--- config.mk ---
export PLATFORM = sky130hd
export DESIGN_NAME = utf8_code_point_run_splitter
export DESIGN_NICKNAME = d
export VERILOG_FILES = /design/src/hdl/u8rs_pkg.sv /design/src/hdl/u8rs_decode.sv /design/src/hdl/u8rs_run_fifo.sv /design/src/hdl/utf8_code_point_run_splitter.sv
export SDC_FILE = /design/constraint.sdc
export NUM_CORES = 1
export LEC_CHECK = 0
export ABC_AREA = 1
export BUFFER_PORTS_ARGS = -buffer_cell sky130_fd_sc_hd__buf_2
export CAP_MARGIN = 20
export CORE_MARGIN = 2
export CORE_UTILIZATION = 40
export CTS_CLUSTER_SIZE = 10
export DETAILED_ROUTE_END_ITERATION = 10
export PLACE_DENSITY = 0.66
export SLEW_MARGIN = 20
export SYNTH_ARGS = -nofsm -noshare
export SYNTH_HDL_FRONTEND = slang
export SYNTH_SLANG_ARGS = --single-unit
--- constraint.sdc ---
create_clock -name i_clk -period 11.19 [get_ports i_clk]
set_input_delay 1.6785 -clock i_clk [delete_from_list [all_inputs] [get_ports i_clk]]
set_output_delay 1.6785 -clock i_clk [all_outputs]
set_load 0.02 [all_outputs]
--- src/hdl/u8rs_pkg.sv ---
// Shared types and constants for the UTF-8 code point run splitter.
// Used by u8rs_decode, u8rs_run_fifo and utf8_code_point_run_splitter.
package u8rs_pkg;

    // Configuration register index width and register indexes.
    localparam int CFG_INDEX_BITS = 2;
    localparam logic [CFG_INDEX_BITS-1:0] CFG_MATCH_CODE = 2'd0;
    localparam logic [CFG_INDEX_BITS-1:0] CFG_MATCH_MASK = 2'd1;
    localparam logic [CFG_INDEX_BITS-1:0] CFG_RANGE_FLAG = 2'd2;

    // Lead byte patterns and payload masks.
    localparam logic [7:0] LEAD_ASCII_MASK = 8'h80;
    localparam logic [7:0] LEAD_2_MASK     = 8'hC0;
    localparam logic [7:0] LEAD_3_MASK     = 8'hE0;
    localparam logic [7:0] LEAD_4_MASK     = 8'hF0;
    localparam logic [7:0] LEAD_5_MASK     = 8'hF8;
    localparam logic [7:0] BITS_6          = 8'h3F;
    localparam logic [7:0] BITS_5          = 8'h1F;
    localparam logic [7:0] BITS_4          = 8'h0F;
    localparam logic [7:0] BITS_3          = 8'h07;

    // Depth of the result queue; it must hold two items from one byte.
    localparam int QUEUE_DEPTH = 4;
    localparam int QUEUE_PTR_BITS = 2;
    localparam int QUEUE_CNT_BITS = 3;

    // One input item: a text byte and its end marker.
    typedef struct packed {
        logic [7:0] text_byte;
        logic       end_of_text;
    } t_in_item;

    // One result item: a closed run.
    typedef struct packed {
        logic [31:0] run_offset;
        logic [31:0] run_bytes;
        logic [31:0] run_tag;
        logic        final_run;
    } t_out_item;

    // Results produced by one processed byte, in order.
    typedef struct packed {
        logic [1:0] count;
        t_out_item  first;
        t_out_item  second;
    } t_push;

endpackage

--- src/hdl/u8rs_decode.sv ---
// Input register, configuration registers, UTF-8 decode and run tracking.
// Depends on u8rs_pkg; feeds its results to u8rs_run_fifo.
module u8rs_decode
    import u8rs_pkg::*;
#(
    parameter int POSITION_BITS = 32
) (
    input  logic                      i_clk,
    input  logic                      i_rst_n,
    input  logic                      i_in_valid,
    input  t_in_item                  i_in_item,
    output logic                      o_in_stall,
    input  logic                      i_cfg_valid,
    input  logic [CFG_INDEX_BITS-1:0] i_cfg_index,
    input  logic [31:0]               i_cfg_data,
    input  logic                      i_room,
    output t_push                     o_push
);

    localparam logic [POSITION_BITS-1:0] POS_MAX = {POSITION_BITS{1'b1}};

    // Input register.
    logic     r_in_valid;
    t_in_item r_in_item;

    // Configuration registers.
    logic [31:0] r_match_code;
    logic [31:0] r_match_mask;
    logic [31:0] r_range_flag;

    // Text state.
    logic [POSITION_BITS-1:0] r_text_position, n_text_position;
    logic [POSITION_BITS-1:0] r_run_begin, n_run_begin;
    logic [POSITION_BITS-1:0] r_point_begin, n_point_begin;
    logic [31:0]              r_point_value, n_point_value;
    logic [2:0]               r_bytes_pending, n_bytes_pending;
    logic                     r_prior_match, n_prior_match;
    logic                     r_first_done, n_first_done;

    logic                     w_proceed;
    logic                     w_load;
    logic [7:0]               w_byte;
    logic                     w_eot;
    logic [31:0]              w_value;
    logic [2:0]               w_pending;
    logic [POSITION_BITS-1:0] w_point_begin;
    logic [POSITION_BITS:0]   w_inc;
    logic [POSITION_BITS-1:0] w_pos;
    logic [POSITION_BITS:0]   w_end_sum;
    logic [POSITION_BITS-1:0] w_end;
    logic                     w_complete;
    logic                     w_match;
    logic                     w_split;
    logic [POSITION_BITS-1:0] w_run_begin;
    logic                     w_prior;
    t_out_item                w_split_run;
    t_out_item                w_final_run;

    // The held byte is processed when the queue can take two results.
    assign w_proceed  = r_in_valid && i_room;
    assign o_in_stall = r_in_valid && !i_room;
    assign w_load     = i_in_valid && !o_in_stall;
    assign w_byte     = r_in_item.text_byte;
    assign w_eot      = r_in_item.end_of_text;

    always_ff @(posedge i_clk) begin
        if (!i_rst_n) begin
            r_in_valid <= 1'b0;
        end else if (w_load) begin
            r_in_valid <= 1'b1;
        end else if (w_proceed) begin
            r_in_valid <= 1'b0;
        end
    end

    always_ff @(posedge i_clk) begin
        if (w_load) begin
            r_in_item <= i_in_item;
        end
    end

    // Configuration writes; an unused index is ignored.
    always_ff @(posedge i_clk) begin
        if (!i_rst_n) begin
            r_match_code <= '0;
            r_match_mask <= '0;
            r_range_flag <= '0;
        end else if (i_cfg_valid) begin
            case (i_cfg_index)
                CFG_MATCH_CODE: r_match_code <= i_cfg_data;
                CFG_MATCH_MASK: r_match_mask <= i_cfg_data;
                CFG_RANGE_FLAG: r_range_flag <= i_cfg_data;
                default: ;
            endcase
        end
    end

    // Lead byte decode or continuation accumulate.
    always_comb begin
        w_point_begin = r_point_begin;
        w_value       = r_point_value;
        w_pending     = r_bytes_pending;
        if (r_bytes_pending == 3'd0) begin
            w_point_begin = r_text_position;
            if ((w_byte & LEAD_ASCII_MASK) == 8'h00) begin
                w_value   = {24'h0, w_byte};
                w_pending = 3'd0;
            end else if ((w_byte & LEAD_5_MASK) == LEAD_5_MASK) begin
                w_value   = {24'h0, w_byte & BITS_3};
                w_pending = 3'd4;
            end else if ((w_byte & LEAD_4_MASK) == LEAD_4_MASK) begin
                w_value   = {24'h0, w_byte & BITS_4};
                w_pending = 3'd3;
            end else if ((w_byte & LEAD_3_MASK) == LEAD_3_MASK) begin
                w_value   = {24'h0, w_byte & BITS_5};
                w_pending = 3'd2;
            end else if ((w_byte & LEAD_2_MASK) == LEAD_2_MASK) begin
                w_value   = {24'h0, w_byte & BITS_6};
                w_pending = 3'd1;
            end else begin
                // A stray continuation byte stands alone as all ones.
                w_value   = 32'hFFFF_FFFF;
                w_pending = 3'd0;
            end
        end else begin
            w_value   = {r_point_value[25:0], w_byte[5:0]};
            w_pending = r_bytes_pending - 3'd1;
        end
    end

    // Saturating positions: after this byte, and the declared end of a
    // sequence that the text cuts short.
    assign w_inc     = {1'b0, r_text_position} + (POSITION_BITS+1)'(1);
    assign w_pos     = w_inc[POSITION_BITS] ? POS_MAX : w_inc[POSITION_BITS-1:0];
    assign w_end_sum = {1'b0, r_text_position} + (POSITION_BITS+1)'(1)
                       + (POSITION_BITS+1)'(w_pending);
    assign w_end     = w_end_sum[POSITION_BITS] ? POS_MAX
                                                : w_end_sum[POSITION_BITS-1:0];

    assign w_complete = (w_pending == 3'd0) || w_eot;

    // A cut-short sequence fills its missing bytes with zero bits.
    logic [31:0] w_final_value;
    always_comb begin
        w_final_value = w_value;
        if (w_eot) begin
            case (w_pending)
                3'd1:    w_final_value = w_value << 6;
                3'd2:    w_final_value = w_value << 12;
                3'd3:    w_final_value = w_value << 18;
                3'd4:    w_final_value = w_value << 24;
                default: w_final_value = w_value;
            endcase
        end
    end

    // Match test and run split.
    assign w_match     = (w_final_value & r_match_mask) == r_match_code;
    assign w_split     = w_complete && r_first_done && (w_match != r_prior_match);
    assign w_run_begin = w_split ? w_point_begin : r_run_begin;
    assign w_prior     = w_complete ? w_match : r_prior_match;

    always_comb begin
        w_split_run.run_offset = 32'(r_run_begin);
        w_split_run.run_bytes  = 32'(w_point_begin - r_run_begin);
        w_split_run.run_tag    = r_prior_match ? r_range_flag : 32'h0;
        w_split_run.final_run  = 1'b0;
        w_final_run.run_offset = 32'(w_run_begin);
        w_final_run.run_bytes  = 32'(w_end - w_run_begin);
        w_final_run.run_tag    = w_prior ? r_range_flag : 32'h0;
        w_final_run.final_run  = 1'b1;
    end

    // Results for the queue, split run first.
    always_comb begin
        o_push.count  = 2'd0;
        o_push.first  = w_split ? w_split_run : w_final_run;
        o_push.second = w_final_run;
        if (w_proceed) begin
            o_push.count = 2'({1'b0, w_split} + {1'b0, w_eot});
        end
    end

    // Next state; the end of the text returns the text state to its reset values.
    always_comb begin
        n_text_position = r_text_position;
        n_run_begin     = r_run_begin;
        n_point_begin   = r_point_begin;
        n_point_value   = r_point_value;
        n_bytes_pending = r_bytes_pending;
        n_prior_match   = r_prior_match;
        n_first_done    = r_first_done;
        if (w_proceed) begin
            if (w_eot) begin
                n_text_position = '0;
                n_run_begin     = '0;
                n_point_begin   = '0;
                n_point_value   = '0;
                n_bytes_pending = 3'd0;
                n_prior_match   = 1'b0;
                n_first_done    = 1'b0;
            end else begin
                n_text_position = w_pos;
                n_run_begin     = w_run_begin;
                n_point_begin   = w_point_begin;
                n_point_value   = w_value;
                n_bytes_pending = w_pending;
                n_prior_match   = w_prior;
                n_first_done    = r_first_done || w_complete;
            end
        end
    end

    always_ff @(posedge i_clk) begin
        if (!i_rst_n) begin
            r_text_position <= '0;
            r_run_begin     <= '0;
            r_point_begin   <= '0;
            r_point_value   <= '0;
            r_bytes_pending <= 3'd0;
            r_prior_match   <= 1'b0;
            r_first_done    <= 1'b0;
        end else begin
            r_text_position <= n_text_position;
            r_run_begin     <= n_run_begin;
            r_point_begin   <= n_point_begin;
            r_point_value   <= n_point_value;
            r_bytes_pending <= n_bytes_pending;
            r_prior_match   <= n_prior_match;
            r_first_done    <= n_first_done;
        end
    end

    // Two results come only from the last byte of a text.
    assert property (@(posedge i_clk) disable iff (!i_rst_n)
        (o_push.count == 2'd2) |-> (w_proceed && w_eot))
        else $error("two results from a byte that does not end the text");

    // The open run never starts after the current code point.
    assert property (@(posedge i_clk) disable iff (!i_rst_n)
        r_run_begin <= r_point_begin)
        else $error("run start passed the code point start");

endmodule

--- src/hdl/u8rs_run_fifo.sv ---
// Result queue that takes up to two items per cycle and hands out one while the receiver does not stall.
// Depends on u8rs_pkg; filled by u8rs_decode.
module u8rs_run_fifo
    import u8rs_pkg::*;
(
    input  logic      i_clk,
    input  logic      i_rst_n,
    input  t_push     i_push,
    output logic      o_room,
    output logic      o_out_valid,
    input  logic      i_out_stall,
    output t_out_item o_out_item
);

    t_out_item                 r_entry [QUEUE_DEPTH];
    logic [QUEUE_PTR_BITS-1:0] r_wr_ptr, n_wr_ptr;
    logic [QUEUE_PTR_BITS-1:0] r_rd_ptr, n_rd_ptr;
    logic [QUEUE_CNT_BITS-1:0] r_count, n_count;
    logic                      w_pop;
    logic [QUEUE_PTR_BITS-1:0] w_wr_next;

    // Room for two results is needed before a byte is processed.
    assign o_room      = r_count <= QUEUE_CNT_BITS'(QUEUE_DEPTH - 2);
    assign o_out_valid = r_count != '0;
    assign o_out_item  = r_entry[r_rd_ptr];
    assign w_pop       = o_out_valid && !i_out_stall;
    assign w_wr_next   = r_wr_ptr + QUEUE_PTR_BITS'(1);

    // Pointer and fill count update.
    always_comb begin
        n_wr_ptr = r_wr_ptr + QUEUE_PTR_BITS'(i_push.count);
        n_rd_ptr = w_pop ? r_rd_ptr + QUEUE_PTR_BITS'(1) : r_rd_ptr;
        n_count  = r_count + QUEUE_CNT_BITS'(i_push.count)
                   - QUEUE_CNT_BITS'(w_pop);
    end

    always_ff @(posedge i_clk) begin
        if (!i_rst_n) begin
            r_wr_ptr <= '0;
            r_rd_ptr <= '0;
            r_count  <= '0;
        end else begin
            r_wr_ptr <= n_wr_ptr;
            r_rd_ptr <= n_rd_ptr;
            r_count  <= n_count;
        end
    end

    // Entry storage.
    always_ff @(posedge i_clk) begin
        if (i_push.count != 2'd0) begin
            r_entry[r_wr_ptr] <= i_push.first;
        end
        if (i_push.count == 2'd2) begin
            r_entry[w_wr_next] <= i_push.second;
        end
    end

    // Pushes never overrun the free entries.
    assert property (@(posedge i_clk) disable iff (!i_rst_n)
        ({1'b0, r_count} + 4'(i_push.count)) <= 4'(QUEUE_DEPTH))
        else $error("result queue overrun");

    // The fill count tracks the pointer distance.
    assert property (@(posedge i_clk) disable iff (!i_rst_n)
        (r_count == QUEUE_CNT_BITS'(QUEUE_DEPTH)) ||
        (QUEUE_PTR_BITS'(r_wr_ptr - r_rd_ptr) == r_count[QUEUE_PTR_BITS-1:0]))
        else $error("result queue count out of step with pointers");

endmodule

--- src/hdl/utf8_code_point_run_splitter.sv ---
// Top level of the UTF-8 code point run splitter.
// Depends on u8rs_pkg, u8rs_decode and u8rs_run_fifo.
//
// The input channel takes one text byte per item with an end-of-text mark.
// Each byte is decoded as UTF-8; every finished code point is tested
// against the match code and mask, and each change of the match result
// closes a run that leaves on the output channel as one item (offset,
// length, tag). The byte marked as end of text also sends the final run,
// so that byte can give two items; the text state then starts over.
// Configuration is written through its own valid/ready port, which is
// always ready; writes belong to times when no byte is in flight.
// A byte waits in the input register until the queue has room; when it is
// processed, its runs are written into the result queue. Bytes are taken one
// per cycle while the queue has room, as the decode step is combinational;
// the output hands out one item per cycle while the receiver does not stall.
// A four-entry result queue parts the channels: input stall rises only when
// the queue could not take two more items, so a stalled receiver fills
// the queue and then holds the sender. Reset is synchronous and empties
// the queue, clears the text state and zeroes the configuration.
module utf8_code_point_run_splitter
    import u8rs_pkg::*;
#(
    parameter int POSITION_BITS = 32
) (
    input  logic                      i_clk,
    input  logic                      i_rst_n,
    input  logic                      i_in_valid,
    input  t_in_item                  i_in_item,
    output logic                      o_in_stall,
    output logic                      o_out_valid,
    input  logic                      i_out_stall,
    output t_out_item                 o_out_item,
    input  logic                      i_cfg_valid,
    output logic                      o_cfg_ready,
    input  logic [CFG_INDEX_BITS-1:0] i_cfg_index,
    input  logic [31:0]               i_cfg_data
);

    t_push w_push;
    logic  w_room;

    assign o_cfg_ready = 1'b1;

    // Decode and run tracking.
    u8rs_decode #(
        .POSITION_BITS (POSITION_BITS)
    ) u_decode (
        .i_clk       (i_clk),
        .i_rst_n     (i_rst_n),
        .i_in_valid  (i_in_valid),
        .i_in_item   (i_in_item),
        .o_in_stall  (o_in_stall),
        .i_cfg_valid (i_cfg_valid && o_cfg_ready),
        .i_cfg_index (i_cfg_index),
        .i_cfg_data  (i_cfg_data),
        .i_room      (w_room),
        .o_push      (w_push)
    );

    // Result queue toward the receiver.
    u8rs_run_fifo u_fifo (
        .i_clk       (i_clk),
        .i_rst_n     (i_rst_n),
        .i_push      (w_push),
        .o_room      (w_room),
        .o_out_valid (o_out_valid),
        .i_out_stall (i_out_stall),
        .o_out_item  (o_out_item)
    );

endmodule
# After elaboration in Yosys (flattened, before gate mapping)

Memory sizes are Yosys's and may differ from the RTL's. A register that Yosys moved wholly into a read port is not among the register bits.
Cells that the tools add are included.

Add/subtract/negate cells: 11
Magnitude comparators: 1
Equality and inequality tests: 13
Multiplexer cells: 38
Bitwise gates (word level): 1
Reductions and logical operators: 21

Operator list:

| cell                    | number |
|---|---|
| $mux W32                | 16 |
| $pmux W32 S4            | 1 |
| $mux W97                | 1 |
| $sub A32 B32 Y32        | 2 |
| $add A32 B1 Y33 const B | 1 |
| $add A33 B3 Y33         | 1 |
| $and A32 B32 Y32        | 1 |
| $eq A32 B32 Y1          | 1 |
| $mux W26                | 1 |
| $mux W3                 | 6 |
| $mux W1                 | 10 |
| $logic_not A8 Y1        | 1 |
| $eq A2 B2 Y1 const B    | 3 |
| $eq A3 B2 Y1 const B    | 2 |
| $eq A3 B3 Y1 const B    | 2 |
| $logic_and A1 B1 Y1     | 6 |
| $logic_not A3 Y1        | 2 |
| $mux W2                 | 3 |
| $reduce_and A2 Y1       | 3 |
| $eq A5 B5 Y1 const B    | 1 |
| $add A2 B1 Y2 const B   | 2 |
| $eq A4 B4 Y1 const B    | 1 |
| $reduce_bool A2 Y1      | 2 |
| $add A3 B2 Y3           | 1 |
| 12 further kinds        | 15 |

Flip-flop bits (word level): 240
RAM bits: 388
Bits of input ports: 48
Output and inout port bits: 100
Logic and storage cells: 102
Memories: 1

Memories:

| memory         | words | width | read ports | clocked after memory_dff | write ports | RTL line            | text |
|---|---|---|---|---|---|---|---|
| u_fifo.r_entry | 4     | 97    | 1          | 1                        | 2           | u8rs_run_fifo.sv:15 | `t_out_item r_entry [QUEUE_DEPTH];` |

# Depth between registers and ports, before layout

Depth in word-level cells: 19
Depth in mapped cells: 50
Depth with buffers taken out: 48

# By module

From an unflattened synthesis, not the netlist that was laid out.

Cells, all modules: 4614
Area, all modules: 35386.4 um^2

By module, submodules not included:

| module                       | times used | cells an instance | area each (um^2) |
|---|---|---|---|
| u8rs_run_fifo                | 1          | 1968              | 18881.9 |
| u8rs_decode                  | 1          | 2644              | 16493.3 |
| utf8_code_point_run_splitter | 1          | 2                 | 11.3 |

# Worst setup path before layout

Ideal clock, no wire load.

Kind: reg2reg
Start: register u_decode.r_bytes_pending[0]
End: memory u_fifo.r_entry[0][10] in the netlist's numbering (enable)
Library setup time: 0.458 ns
Data arrival time: 6.301 ns
Data required time: 10.732 ns
Slack: 4.430 ns
Stages on the path, launching flop included: 33
Path buffers: 5
Period minus slack after synthesis: 6.760 ns
Path through: dfxtp_1 > inv_1 > ha_1 > inv_2 > nor2_2 > buf_4 > nand3_1 > nand2_1 > buf_4 > nor2_4 > buf_4 > nand3_1 > o21ai_0 > inv_1 > nand2_1 > nand2_1 > nand2_1 > nand2_1 > nor2_1 > nand2_1 > nor2_1 > nand2_1 > o21ai_2 > nand3_2 > inv_2 > clkbuf_1 > buf_1 > ha_1 > inv_1 > nor2_1 > nor3_1 > inv_2 > nand2_1

RTL lines:

| element                | RTL line            | text |
|---|---|---|
| start, declared        | u8rs_decode.sv:36   | `logic [2:0] r_bytes_pending, n_bytes_pending;` |
| start signal, assigned | u8rs_decode.sv:228  | `r_bytes_pending <= n_bytes_pending;` |
| end, declared          | u8rs_run_fifo.sv:15 |  |

==> flow_metrics.env <==
export IMPL_ctsLongestPathBuffers=3
export IMPL_tightest_slew_ps=1126
export IMPL_clkLatencyLatePin_ps=640
export IMPL_initial_utilization=0.4020
export IMPL_port_buffers=146
export IMPL_core_um2=87970
export IMPL_yosys_register_bits=630
export IMPL_synth_flop_cell="edfxtp_1"
export IMPL_ys_warn_count=0
export IMPL_place_gp_congestion=0.9911
export IMPL_slew_violations=0
export IMPL_cts_sinks=630
export IMPL_dp_hpwl_um=78180
export IMPL_outcome="completed"
export IMPL_netlist_area_um2=35360
export IMPL_routedWlPerCell_um=21.23
export IMPL_power_density_nw_per_um2=171.8
export IMPL_timing_setup_tns_ps=0
export IMPL_drtAntennaViolNets=0
export IMPL_crit_type="flip-flop to flip-flop"
export IMPL_firstDrtPassIters=6
export IMPL_n_antenna_cell=0
export IMPL_crit_path_top_delay_cell="nor2_1"
export IMPL_die_w_um=301.3
export IMPL_grt_max_degree=103
export IMPL_reg2regPathDepth=38
export IMPL_io_pins=148
export IMPL_grt_total_usage=0.2615
export IMPL_slowest_delay_ps=680
export IMPL_fmax_mhz=110.2
export IMPL_rsz0062_at_grt="false"
export IMPL_cp_data_required_time_ps=11520
export IMPL_layout_common_cells="nand2_1 (856), nor2_1 (524), o21ai_0 (469)"
export IMPL_drc=0
export IMPL_syn_avg_cell_area_um2=7.801
export IMPL_mostFrequentLayoutCell="nand2_1"
export IMPL_crit_top_cell="nand2_1"
export IMPL_drive_gt1_frac=0.07949
export IMPL_numCtsBuffers=75
export IMPL_regToRegStartpoint="u_decode.r_bytes_pending[0]"
export IMPL_hold_viol_final=0
export IMPL_setup_ws_ps=2113
export IMPL_rr_endpoint="u_fifo.r_entry[2][45]"
export IMPL_setup_viol=0
export IMPL_synthCells=4533
export IMPL_dieArea_um2=90800
export IMPL_skew_ps=27.71
export IMPL_via_count=33090
export IMPL_holdPathStages=2
export IMPL_rrSetupSlack_ps=2110
export IMPL_synthesis_nets=4655
export IMPL_grt_ovfl_total=0
export IMPL_hp_class="flip-flop to flip-flop"
export IMPL_cts_tree="built"
export IMPL_peakVddDrop_mv=0.1007
export IMPL_worstSetupStartpoint="u_decode.r_bytes_pending[0]"
export IMPL_critPathMaxFanout=36
export IMPL_startpoint_type="flip-flop"
export IMPL_fillers=8696
export IMPL_hold_buffers=0
export IMPL_cts_resized=0
export IMPL_arrival_ps=9400
export IMPL_grt_pass1_wl_um=183900
export IMPL_place_ws_ps=2159
export IMPL_cts_max_level=3
export IMPL_finalCritPeriodShare=0.8112
export IMPL_grt_antenna_before_repair=1
export IMPL_grt_pass1_vias=30510
export IMPL_crit_end="u_fifo.r_entry[2][45]"
export IMPL_ys_types=53
export IMPL_vias_per_cell=5.760
export IMPL_post_cts_setup_buffers=0
export IMPL_slew_headroom=0.2490
export IMPL_synth_edf_count=393
export IMPL_post_route_min_period_ps=9077
export IMPL_synthToLayoutAreaGrowth_pct=10.94
export IMPL_drtIter0Drc=3885
export IMPL_drt_wl_total_um=122000
export IMPL_nets=4648
export IMPL_crit_path_end_kind="flip-flop"
export IMPL_synthArstFlopShare=0
export IMPL_drv_cap=0
export IMPL_clkTransAtPathRegs_ps=60
export IMPL_rows=109
export IMPL_ys_seq_area_frac=0.4679
export IMPL_leakage_nw=15.40
export IMPL_clock_root_buffer="clkbuf_16"
export IMPL_die_y_um=301.3
[how the worst min path moves through the flow]
stage	from	to	slack [ps]
detailed placement	u_decode.r_point_value[17]	u_decode.r_point_value[17]	450
global route	u_decode.r_point_value[17]	u_decode.r_point_value[17]	470
CTS	u_decode.r_point_begin[16]	u_decode.r_point_begin[16]	460
finish	u_decode.r_point_value[24]	u_decode.r_point_value[24]	460
global placement	u_fifo.r_rd_ptr[1]	flip-flop	450
floorplan	u_decode.r_match_mask[25]	u_decode.r_match_mask[25]	430
[cells by family (layout without fill, tap and decap cells)]
kind of cell	after synthesis	after routing	synth area share
AO/OA/AOI/OAI	1239	1239	0.1947
other	1	1	0.0001060
XOR/XNOR	79	79	0.02020
adder cells (fa/ha/maj)	74	74	0.02703
flip-flops	630	630	0.4679
buffers and inverters	693	739	0.07519
multiplexers	8	8	0.002265
AND/OR/NAND/NOR	1809	1809	0.2126
[critical path, delay by kind of cell, from the launching register on]
kind | cells | cell delay, ps
compound gates | 7 | 1840
xor+xnor | 1 | 250
fa+ha+maj | 3 | 920
buf+inv | 4 | 980
flops | 1 | 320
simple gates | 23 | 4430
[power by group]
| group | switching [mW] | internal [mW] |
|---|---|---|
| clock network | 1.00 | 1.32 |
| logic | 1.34 | 0.489 |
| registers | 0.0618 | 2.52 |
[sequential cells by signal (all words and copies together) (netlist names), 2 cells and up, named ones only]
| signal | count |
|---|---|
| u_decode.r_bytes_pending | 3 |
| u_decode.r_match_code | 32 |
| u_decode.r_match_mask | 32 |
| u_decode.r_point_begin | 32 |
| u_decode.r_point_value | 26 |
| u_decode.r_range_flag | 32 |
| u_decode.r_run_begin | 32 |
| u_decode.r_text_position | 32 |
| u_decode.w_byte | 8 |
| u_fifo.r_count | 3 |
| u_fifo.r_entry | 388 |
| u_fifo.r_rd_ptr | 2 |
| u_fifo.r_wr_ptr | 2 |
[area by class of cell]
type                    count  area [um2]  area share
flip-flops and latches    630       16550      0.4219
multi-input cells        3210       16270      0.4147
clock buffers             120        2108     0.05374
inverters                 427        1612     0.04108
well taps                1165        1458     0.03715
repair buffers            182        1071     0.02730
clock inverters            10       160.2    0.004082
[layer usage]
metal	global-route usage	vias up	wire [um]
met4	0.08860	0	3605
li1	-	15660	-
met2	0.4048	1681	54670
met5	0	-	0
met3	0.04798	229	11770
met1	0.3671	15520	51920
[synthesized netlist by cell type, types with 3 or more instances]
cell,count,area (um2)
a211oi_1,4,30.03
a21boi_1,13,97.59
a21oi_1,252,1261
a2bb2oi_1,6,52.55
a31oi_1,3,18.77
and2_1,3,18.77
buf_1,7,26.28
buf_2,10,50.05
buf_4,6,45.04
buf_6,3,33.78
clkbuf_1,240,900.9
clkinv_1,5,18.77
dfxtp_1,237,4745
edfxtp_1,393,11800
fa_1,4,80.08
ha_1,70,875.8
inv_1,411,1543
inv_2,11,41.29
mux2i_1,8,80.08
nand2_1,866,3251
nand2_2,20,125.1
nand3_1,257,1286
nand3_2,3,30.03
nand3b_1,11,82.58
nand4_1,47,294.0
nor2_1,525,1971
nor2_2,12,75.07
nor3_1,32,160.2
nor4_1,11,68.82
o211ai_1,4,30.03
o21a_1,4,30.03
o21ai_0,471,2357
o21ai_1,34,170.2
o22ai_1,433,2709
or2_2,18,112.6
xnor2_1,22,192.7
xor2_1,54,473.0
[stage by stage]
stage / hold slack (ps) / instances / util / area, um2 / power, mW
finish: 462.3 / 5744 / 0.4460 / 39230 / 6.739
global route: 474.8 / 5744 / 0.4460 / 39230 / 7.021
CTS: 460.1 / 5743 / 0.4457 / 39210 / 6.744
detailed placement: 452.0 / 5613 / 0.4199 / 36940 / 4.449
global placement: 449.1 / 5613 / 0.4199 / 36940 / 4.432
floorplan: 430.1 / 4533 / - / 35360 / 3.800
(Power assumes the default switching activity.)
